--- config.mk ---
export PLATFORM = sky130hd
export DESIGN_NAME = newton_square_root
export DESIGN_NICKNAME = d
export VERILOG_FILES = /design/src/design/nsr_pkg.sv /design/src/design/newton_square_root.sv /design/src/design/nsr_div.sv /design/src/design/nsr_datapath.sv /design/src/design/nsr_ctrl.sv
export SDC_FILE = /design/constraint.sdc
export NUM_CORES = 1
export LEC_CHECK = 0
export BUFFER_PORTS_ARGS = -buffer_cell sky130_fd_sc_hd__buf_2
export CAP_MARGIN = 20
export CORE_AREA = 2 2 234 236
export CTS_BUF_LIST = sky130_fd_sc_hd__clkbuf_16
export DETAILED_ROUTE_END_ITERATION = 8
export DIE_AREA = 0 0 236 238
export GPL_TIMING_DRIVEN = 1
export HOLD_SLACK_MARGIN = 0.06
export PLACE_DENSITY = 0.53
export SYNTH_ARGS = -nofsm -noshare
export SYNTH_HDL_FRONTEND = slang
export SYNTH_SLANG_ARGS = --single-unit
--- constraint.sdc ---
create_clock -name clk_i -period 6.8 [get_ports clk_i]
set_input_delay 0.68 -clock clk_i [delete_from_list [all_inputs] [get_ports clk_i]]
set_output_delay 0.68 -clock clk_i [all_outputs]
set_load 0.01 [all_outputs]
--- src/design/nsr_pkg.sv ---
package nsr_pkg;

  // Fixed field widths
  localparam int unsigned VALUE_W = 32;
  localparam int unsigned REF_W   = 24;
  localparam int unsigned TOL_W   = 16;
  localparam int unsigned STEP_W  = 6;

  // Tolerance after reset, about 0.01 in Q16.16
  localparam logic [TOL_W-1:0] TOL_RESET = 16'd655;

  // Commands from the controller to the datapath
  typedef struct packed {
    logic load;       // capture a new transaction, seed the estimate
    logic div_start;  // launch one division value / estimate
    logic update;     // apply the Newton step, count it
    logic finish;     // latch the step-bound flag
  } ctrl_cmd_t;

  // Status from the datapath to the controller
  typedef struct packed {
    logic div_done;
    logic within_tol;
    logic at_limit;
  } ctrl_status_t;

endpackage

--- src/design/newton_square_root.sv ---
// Channel   Direction  Signals                                  Handshake
// command   in         value_i, reference_root_i                start, busy
// result    out        approx_root_o, step_count_o,             result_valid_o
//                      limit_reached_o
// config    in         cfg_tolerance_i                          cfg_valid_i, cfg_ready_o
//
// A transaction seeds the estimate, then runs N Newton steps, each a division,
// an update and a test (Q16.16 by default); the bit-serial divider sets the step time.
// rst_ni clears the controller and loads the tolerance with 655 (about 0.01).
// busy stays high from acceptance until the result strobe; result_valid_o is
// high for one cycle and the receiver cannot stall it.
module newton_square_root #(
  parameter int unsigned MAX_STEPS     = 32,
  parameter int unsigned FRACTION_BITS = 16
) (
  input  logic                        clk_i,
  input  logic                        rst_ni,
  input  logic                        start,
  output logic                        busy,
  input  logic [nsr_pkg::VALUE_W-1:0] value_i,
  input  logic [nsr_pkg::REF_W-1:0]   reference_root_i,
  output logic                        result_valid_o,
  output logic [nsr_pkg::VALUE_W-1:0] approx_root_o,
  output logic [nsr_pkg::STEP_W-1:0]  step_count_o,
  output logic                        limit_reached_o,
  input  logic                        cfg_valid_i,
  output logic                        cfg_ready_o,
  input  logic [nsr_pkg::TOL_W-1:0]   cfg_tolerance_i
);
  import nsr_pkg::*;

  ctrl_cmd_t    cmd;
  ctrl_status_t status;

  // Accept register writes at any time
  assign cfg_ready_o = 1'b1;

  nsr_ctrl u_ctrl (
    .clk_i          (clk_i),
    .rst_ni         (rst_ni),
    .start_i        (start),
    .busy_o         (busy),
    .result_valid_o (result_valid_o),
    .cmd_o          (cmd),
    .status_i       (status)
  );

  nsr_datapath #(
    .MAX_STEPS     (MAX_STEPS),
    .FRACTION_BITS (FRACTION_BITS)
  ) u_datapath (
    .clk_i            (clk_i),
    .rst_ni           (rst_ni),
    .cmd_i            (cmd),
    .status_o         (status),
    .value_i          (value_i),
    .reference_root_i (reference_root_i),
    .cfg_we_i         (cfg_valid_i && cfg_ready_o),
    .cfg_tolerance_i  (cfg_tolerance_i),
    .approx_root_o    (approx_root_o),
    .step_count_o     (step_count_o),
    .limit_reached_o  (limit_reached_o)
  );

endmodule

--- src/design/nsr_div.sv ---
module nsr_div #(
  parameter int unsigned DIVIDEND_W = 48,
  parameter int unsigned DIVISOR_W  = 32
) (
  input  logic                  clk_i,
  input  logic                  rst_ni,
  input  logic                  start_i,
  input  logic [DIVIDEND_W-1:0] dividend_i,
  input  logic [DIVISOR_W-1:0]  divisor_i,
  output logic [DIVIDEND_W-1:0] quotient_o,
  output logic                  done_o
);

  localparam int unsigned CNT_W = (DIVIDEND_W > 1) ? $clog2(DIVIDEND_W) : 1;

  logic                  run_q, run_d;
  logic                  done_q, done_d;
  logic [CNT_W-1:0]      cnt_q, cnt_d;
  logic [DIVIDEND_W-1:0] quo_q, quo_d;
  logic [DIVISOR_W-1:0]  rem_q, rem_d;
  logic [DIVISOR_W-1:0]  div_q, div_d;
  logic [DIVISOR_W:0]    trial;
  logic [DIVISOR_W:0]    diff;
  logic                  fits;

  // Restoring division, one quotient bit per cycle
  assign trial = {rem_q, quo_q[DIVIDEND_W-1]};
  assign diff  = trial - {1'b0, div_q};
  assign fits  = (trial >= {1'b0, div_q});

  always_comb begin
    run_d  = run_q;
    done_d = 1'b0;
    cnt_d  = cnt_q;
    quo_d  = quo_q;
    rem_d  = rem_q;
    div_d  = div_q;
    if (start_i) begin
      run_d = 1'b1;
      cnt_d = '0;
      quo_d = dividend_i;
      rem_d = '0;
      div_d = divisor_i;
    end else if (run_q) begin
      quo_d = {quo_q[DIVIDEND_W-2:0], fits};
      rem_d = fits ? diff[DIVISOR_W-1:0] : trial[DIVISOR_W-1:0];
      cnt_d = cnt_q + 1'b1;
      if (cnt_q == CNT_W'(DIVIDEND_W - 1)) begin
        run_d  = 1'b0;
        done_d = 1'b1;
      end
    end
  end

  // Hold control state under reset
  always_ff @(posedge clk_i or negedge rst_ni) begin
    if (!rst_ni) begin
      run_q  <= 1'b0;
      done_q <= 1'b0;
      cnt_q  <= '0;
    end else begin
      run_q  <= run_d;
      done_q <= done_d;
      cnt_q  <= cnt_d;
    end
  end

  // Advance the shift registers
  always_ff @(posedge clk_i) begin
    quo_q <= quo_d;
    rem_q <= rem_d;
    div_q <= div_d;
  end

  assign quotient_o = quo_q;
  assign done_o     = done_q;

endmodule

--- src/design/nsr_datapath.sv ---
module nsr_datapath #(
  parameter int unsigned MAX_STEPS     = 32,
  parameter int unsigned FRACTION_BITS = 16
) (
  input  logic                          clk_i,
  input  logic                          rst_ni,
  input  nsr_pkg::ctrl_cmd_t            cmd_i,
  output nsr_pkg::ctrl_status_t         status_o,
  input  logic [nsr_pkg::VALUE_W-1:0]   value_i,
  input  logic [nsr_pkg::REF_W-1:0]     reference_root_i,
  input  logic                          cfg_we_i,
  input  logic [nsr_pkg::TOL_W-1:0]     cfg_tolerance_i,
  output logic [nsr_pkg::VALUE_W-1:0]   approx_root_o,
  output logic [nsr_pkg::STEP_W-1:0]    step_count_o,
  output logic                          limit_reached_o
);
  import nsr_pkg::*;

  localparam int unsigned NUM_W = VALUE_W + FRACTION_BITS;
  localparam int unsigned CNT_W = $clog2(MAX_STEPS + 1);

  logic [VALUE_W-1:0] value_q;
  logic [REF_W-1:0]   ref_q;
  logic [TOL_W-1:0]   tol_q;
  logic [VALUE_W-1:0] x_q, x_d;
  logic [CNT_W-1:0]   steps_q, steps_d;
  logic               limit_q, limit_d;

  logic [NUM_W-1:0]   dividend;
  logic [VALUE_W-1:0] divisor;
  logic [NUM_W-1:0]   quotient;
  logic               div_done;
  logic [NUM_W:0]     sum;
  logic [NUM_W-1:0]   half;
  logic [VALUE_W-1:0] step_x;
  logic [VALUE_W-1:0] seed_x;
  logic [VALUE_W-1:0] ref_ext;
  logic [VALUE_W-1:0] distance;

  // Divide the scaled value by the estimate, never by zero
  assign dividend = {value_q, {FRACTION_BITS{1'b0}}};
  assign divisor  = (x_q == '0) ? VALUE_W'(1) : x_q;

  nsr_div #(
    .DIVIDEND_W (NUM_W),
    .DIVISOR_W  (VALUE_W)
  ) u_div (
    .clk_i      (clk_i),
    .rst_ni     (rst_ni),
    .start_i    (cmd_i.div_start),
    .dividend_i (dividend),
    .divisor_i  (divisor),
    .quotient_o (quotient),
    .done_o     (div_done)
  );

  // Average the estimate and the quotient, saturate to the word
  assign sum    = {{(NUM_W + 1 - VALUE_W){1'b0}}, divisor} + {1'b0, quotient};
  assign half   = sum[NUM_W:1];
  assign step_x = (|half[NUM_W-1:VALUE_W]) ? {VALUE_W{1'b1}} : half[VALUE_W-1:0];

  // Seed at half the value, raised to one LSB
  assign seed_x = (value_i[VALUE_W-1:1] == '0) ? VALUE_W'(1)
                                              : {1'b0, value_i[VALUE_W-1:1]};

  // Distance of the estimate from the reference root
  assign ref_ext  = {{(VALUE_W - REF_W){1'b0}}, ref_q};
  assign distance = (x_q >= ref_ext) ? (x_q - ref_ext) : (ref_ext - x_q);

  always_comb begin
    x_d     = x_q;
    steps_d = steps_q;
    limit_d = limit_q;
    if (cmd_i.load) begin
      x_d     = seed_x;
      steps_d = '0;
    end else if (cmd_i.update) begin
      x_d     = step_x;
      steps_d = steps_q + 1'b1;
    end
    if (cmd_i.finish) begin
      limit_d = !status_o.within_tol;
    end
  end

  // Hold the tolerance register
  always_ff @(posedge clk_i or negedge rst_ni) begin
    if (!rst_ni) begin
      tol_q <= TOL_RESET;
    end else if (cfg_we_i) begin
      tol_q <= cfg_tolerance_i;
    end
  end

  // Capture the transaction and advance the estimate
  always_ff @(posedge clk_i) begin
    if (cmd_i.load) begin
      value_q <= value_i;
      ref_q   <= reference_root_i;
    end
    x_q     <= x_d;
    steps_q <= steps_d;
    limit_q <= limit_d;
  end

  assign status_o.div_done   = div_done;
  assign status_o.within_tol = (distance <= {{(VALUE_W - TOL_W){1'b0}}, tol_q});
  assign status_o.at_limit   = (steps_q == CNT_W'(MAX_STEPS));

  assign approx_root_o   = x_q;
  assign step_count_o    = STEP_W'(steps_q);
  assign limit_reached_o = limit_q;

endmodule

--- src/design/nsr_ctrl.sv ---
module nsr_ctrl (
  input  logic                  clk_i,
  input  logic                  rst_ni,
  input  logic                  start_i,
  output logic                  busy_o,
  output logic                  result_valid_o,
  output nsr_pkg::ctrl_cmd_t    cmd_o,
  input  nsr_pkg::ctrl_status_t status_i
);
  import nsr_pkg::*;

  localparam logic [2:0] ST_IDLE     = 3'd0;
  localparam logic [2:0] ST_DIV_GO   = 3'd1;
  localparam logic [2:0] ST_DIV_WAIT = 3'd2;
  localparam logic [2:0] ST_CHECK    = 3'd3;
  localparam logic [2:0] ST_DONE     = 3'd4;

  logic [2:0] state_q, state_d;

  // Sequence load, divide, update and test for each transaction
  always_comb begin
    state_d = state_q;
    cmd_o   = '0;
    unique case (state_q)
      ST_IDLE: begin
        if (start_i) begin
          cmd_o.load = 1'b1;
          state_d    = ST_DIV_GO;
        end
      end
      ST_DIV_GO: begin
        cmd_o.div_start = 1'b1;
        state_d         = ST_DIV_WAIT;
      end
      ST_DIV_WAIT: begin
        if (status_i.div_done) begin
          cmd_o.update = 1'b1;
          state_d      = ST_CHECK;
        end
      end
      ST_CHECK: begin
        if (status_i.within_tol || status_i.at_limit) begin
          cmd_o.finish = 1'b1;
          state_d      = ST_DONE;
        end else begin
          state_d = ST_DIV_GO;
        end
      end
      ST_DONE: begin
        state_d = ST_IDLE;
      end
      default: begin
        state_d = ST_IDLE;
      end
    endcase
  end

  always_ff @(posedge clk_i or negedge rst_ni) begin
    if (!rst_ni) begin
      state_q <= ST_IDLE;
    end else begin
      state_q <= state_d;
    end
  end

  assign busy_o         = (state_q != ST_IDLE);
  assign result_valid_o = (state_q == ST_DONE);

endmodule

# After elaboration in Yosys (flattened, before gate mapping)
# Cells that the tools add are included.
# Widths: inputs -> output; s select.
# totals
ff_bits	234
input_bits	76
output_inout_bits	42
word_cells	69
# op_classes
addsub	6
order_cmp	3
eq_ne	8
mux	28
n_reduce_logical	10
# op_table
operator	count
$mux 32	6
$mux 48	2
$add 32x48->49	1
$ge 33x32->1	1
$ge 32x24->1	1
$le 32x16->1	1
$logic_not 32->1	1
$sub 24x32->32	1
$sub 32x24->32	1
$sub 32x32->32	1
$logic_not 31->1	1
$mux 31	1
$reduce_or 16->1	1
$mux 1	13
$add 6x1->6 const B	2
$eq 6x6->1 const B	2
$mux 6	2
$pmux 3 s4	1
$mux 3	3
$eq 3x2->1 const B	2
$reduce_bool 2->1	2
$eq 3x1->1 const B	1
$eq 3x3->1 const B	1
$logic_not 3->1	1
6 further kinds	6

# Depth between registers and ports, before layout
# depth
word_depth	7
ltp_mapped	25
mapped_depth_nobuf	24

# Hierarchy
# From an unflattened synthesis, not the netlist that was laid out.
# hier_totals
cells_unflattened	1978
area_unflattened_um2	17596.9
# by_module_without_submodules
mod	instances	cells_each	area_per_inst_um2	seq_area_each_um2
nsr_datapath	1	1283	10488.8	3200.6
nsr_div	1	673	6904.1	3243.1
nsr_ctrl	1	20	192.7	75.1
newton_square_root	1	2	11.3	0.0

# Least setup slack after synthesis
# No wires, ideal clock.
# synth_timing
path_type	register -> register
startpoint	register u_datapath.x_q[0], in the netlist u_datapath.approx_root_o[0]
endpoint	register u_datapath.limit_q, in the netlist u_datapath.limit_reached_o (enable)
setup_time_ns	0.312
arrival_ns	4.908
required_ns	6.488
slack_ns	1.580
stages_incl_launch_ff	26
path_buffers	2
period_less_slack_ns	5.220
cell_sequence	edfxtp_1 > inv_1 > ha_1 > inv_1 > fa_1 > nand3_1 > a21oi_1 > nor4b_1 > o21ai_1 > a21oi_1 > buf_2 > buf_2 > a21oi_1 > a221oi_1 > o21ai_0 > xor2_1 > ha_1 > nand3_1 > o21bai_1 > a21oi_1 > a211oi_1 > a41oi_1 > or4b_4 > nor4b_4 > a22oi_2 > nor3_1
# synth_lines
item	line	text
from (decl)	nsr_datapath.sv:25	logic [VALUE_W-1:0] x_q, x_d;
from (signal assigned)	nsr_datapath.sv:101	x_q <= x_d;
to (signal assigned)	nsr_datapath.sv:103	limit_q <= limit_d;
to (decl)	nsr_datapath.sv:27	logic limit_q, limit_d;

==> impl_results.md <==
* Status: finished clean
* Initial drt markers at 977
* CP arrival at a little over 6 ns
* # IOs at ~120
* Placed wire-length estimate at 37900 um
* Unrepaired setup endpoints after global routing: false
* Reg2Reg Depth at 21
* Critical path startpoint category: flop
* Die Y at roughly 240 um
* Seq cells post-synth at 234
* Cell accounting for the most synthesized area: edfxtp_1
* Fill count at between 5000 and 6000
* Area share of the largest cell type after synthesis at 0.288
* Placed cells at 2514
* Setup TNS at 0 ns
* Max Freq at 168 MHz
* Synth top area cells: edfxtp_1, ha_1, dfxtp_1, a21oi_1, nand2_1
* PortBufs at 116
* Mapped cell area at 16000 um^2
* GRT busiest layer: met2
* Maximum clock path buffer count at 3
* Clock Latency Late Sink at 0.58 ns
* Area grow syn2layout at 13.3%
* Layout cells sized above 1 at 0.121
* Number of clock sinks at 234
* Final hold vios at 0
* Site row count at 85
* Critical-path maximum fanout at 11
* Pwr dens at 446 nW/um^2
* Wire per inst at 19.7 um
* DR vias at about 13000
* Max-slew headroom at 0.293
* Static leakage at 0.00776 uW
* Worst EP required at 7.08 ns
* Sequential share of the synthesized area at 0.398
* Mapped Avg Cell Area at between 8 and 9 um^2
* RePlAce Congestion at 0.933
* CTS hold repair buffers at 0
* Hold WS at 0.225 ns
* DRC at 0
* Dpl cell area at 17200 um^2
* H-tree levels at 1
* Initial Util at 0.298
* Period utilization at 0.875
* Max cap viols at 0
* Design area at 18100 um^2
* Die area at between 50000 and 60000 um^2
* Die width at 236 um
* Max-slew violations at 0
* PostCTS Resize Cnt at 0
* Storage cell area at approximately 6400 um^2
* Period minus WS final at 5.95 ns
* Synth warn at 0
* Grt met3 use at 0.0234
* Worst setup path startpoint: u_datapath.approx_root_o[0]$_DFFE_PP_
* Setup bufs post-CTS at 0
* Final setup vio count at 0
* Clk slew on worst S/H paths at 0.06 ns
* Cell count after synthesis at 1786
* Vias in the first global route at 13136
* Worst hold path class: input port to asynchronous set/reset pin
* Most common cell after layout, fill and taps aside: nand2_1
* WS Path Type: flop to flop
* Synth Flop Type: edfxtp_1
* GRT met1 Usage at 0.235
* # nets final at 2059
* Global-route wire length before repair at 77200 um
* Pin count of the biggest net entering global routing at 82
* R2R Path Start: u_datapath.approx_root_o[0]$_DFFE_PP_
* Fin cells at 2569
* Multi-input gate area at 8680 um^2
* Grt met2 use at 0.295
* Library cells used by synthesis at 85
* Post-synth net total at 1996
* CTS Buf Count at 29
* Detail Route Antenna Nets at 0
* Endpoint class of the critical path: flop
* Async SR Flop Fraction at 0.115
* Initial antenna violation count at 4
* Drt first pass iters at 5
* Slew of the pin with the lowest slew margin at 1.05 ns
* Total Routing Usage GR at 0.175
* Number of flops mapped to enable cells by yosys at roughly 150
* Grt ovf at 0
* Commonest non-fill, non-tap cells in the layout: nand2_1, edfxtp_1, a21oi_1
* Core box area at 53500 um^2
* Vias per cell at 5.24
* Worst Clk Skew at 0.0116 ns
* Wirelength, routed at 50500 um
* TritonCTS clock tree: built
* Worst VDD drop at 0.000236 V
* Root Driver: clkbuf_16
==> final cells by class <==
cell class	instances	area share
repair buffers	141	0.0425
flip-flops and latches	234	0.352
diodes	1	0.000138
well taps	696	0.0482
multi-input cells	1315	0.480
clock buffers	29	0.0401
clock inverters	25	0.0104
inverters	128	0.0266
==> registers in the layout (all words and copies together), names as in the netlist <==
register / count
u_datapath.u_div.run_q: 1
u_datapath.u_div.cnt_q: 6
u_datapath.value_q: 32
u_datapath.u_div.rem_q: 32
u_ctrl.state_q: 3
u_datapath.u_div.quotient_o: 48
u_datapath.limit_reached_o: 1
u_datapath.u_div.div_q: 32
u_datapath.tol_q: 16
u_datapath.u_div.done_o: 1
u_datapath.ref_q: 24
u_datapath.step_count_o: 6
u_datapath.approx_root_o: 32
==> critical path, cell delays in order (launching register included) <==
cell and delay (ns):
edfxtp_1 0.48, inv_1 0.17, ha_1 0.18, inv_1 0.05
fa_1 0.38, nand3_1 0.14, a21oi_1 0.11, nor4b_1 0.34
o21ai_1 0.17, a21oi_2 0.54, a21oi_1 0.20, a221oi_1 0.28
o21ai_0 0.13, xor2_1 0.16, ha_1 0.30, nand3_1 0.09
nor4_1 0.34, a41oi_1 0.28, or4b_4 0.62, nor4b_4 0.35
a22oi_2 0.15, nor3_1 0.19
==> through the flow <==
| stage | total power [uW] | worst slack [ns] | util |
|---|---|---|---|
| after global routing | 8710 | 0.341 | 0.338 |
| after global placement | 6550 | 0.861 | 0.321 |
| final | 8060 | 0.852 | 0.338 |
| after detailed placement | 6560 | 0.744 | 0.321 |
| after floorplan | 5530 | 1.58 | - |
| after CTS | 8100 | 0.742 | 0.338 |
==> worst paths after layout <==
path	endpoint	slack, ns
hold reg to reg	u_datapath.u_div.rem_q[18]$_SDFFE_PP0P_	0.51
max in group asynchronous	u_datapath.u_div.run_q$_DFF_PN0_	5.93
setup / recovery	u_datapath.limit_reached_o$_DFFE_PP_	0.85
hold / removal	u_datapath.u_div.cnt_q[3]$_DFFE_PN0P_	0.22
setup reg to reg	u_datapath.limit_reached_o$_DFFE_PP_	0.85
min in group clk_i	u_datapath.ref_q[20]$_DFFE_PP_	0.27
==> cells in the mapped netlist, types with 16 or more instances <==
library cell and n:
nand2_1 186, edfxtp_1 153, a21oi_1 143, ha_1 130, inv_1 126, nor2_1 124, o21ai_0 106, clkbuf_1 81
nand3_1 64, a21o_1 54, dfxtp_1 54, xor2_1 53, a31oi_1 46, xnor2_1 42, nor3_1 36, mux2i_1 34
o21ai_1 30, nand4_1 24, nor4_1 22, dfrtp_1 21, nor2b_1 16, o21a_1 16
==> metal layers <==
layer / wire length (um) / share of wire
met3: 2420 / 0.048
met2: 23700 / 0.47
met5: 13 / 0.00026
met1: 23100 / 0.46
met4: 1330 / 0.026
==> kinds of logic (layout without fill, tap and decap cells) <==
logic type / after synthesis / after routing / share of synthesized area
compound gates: 503 / 503 / 0.198
xor+xnor: 95 / 95 / 0.0521
fa+ha+maj: 134 / 134 / 0.107
buf+inv: 237 / 323 / 0.0584
flops: 234 / 234 / 0.398
mux: 37 / 37 / 0.0241
other cells: 1 / 2 / 0.000235
simple gates: 545 / 545 / 0.162
==> where the power goes <==
| group | internal, uW | switching [uW] |
|---|---|---|
| logic | 1680 | 2510 |
| clock network | 826 | 670 |
| registers | 2030 | 343 |
| total | 4540 | 3520 |
No activity file was read; power rests on OpenSTA's default activity.
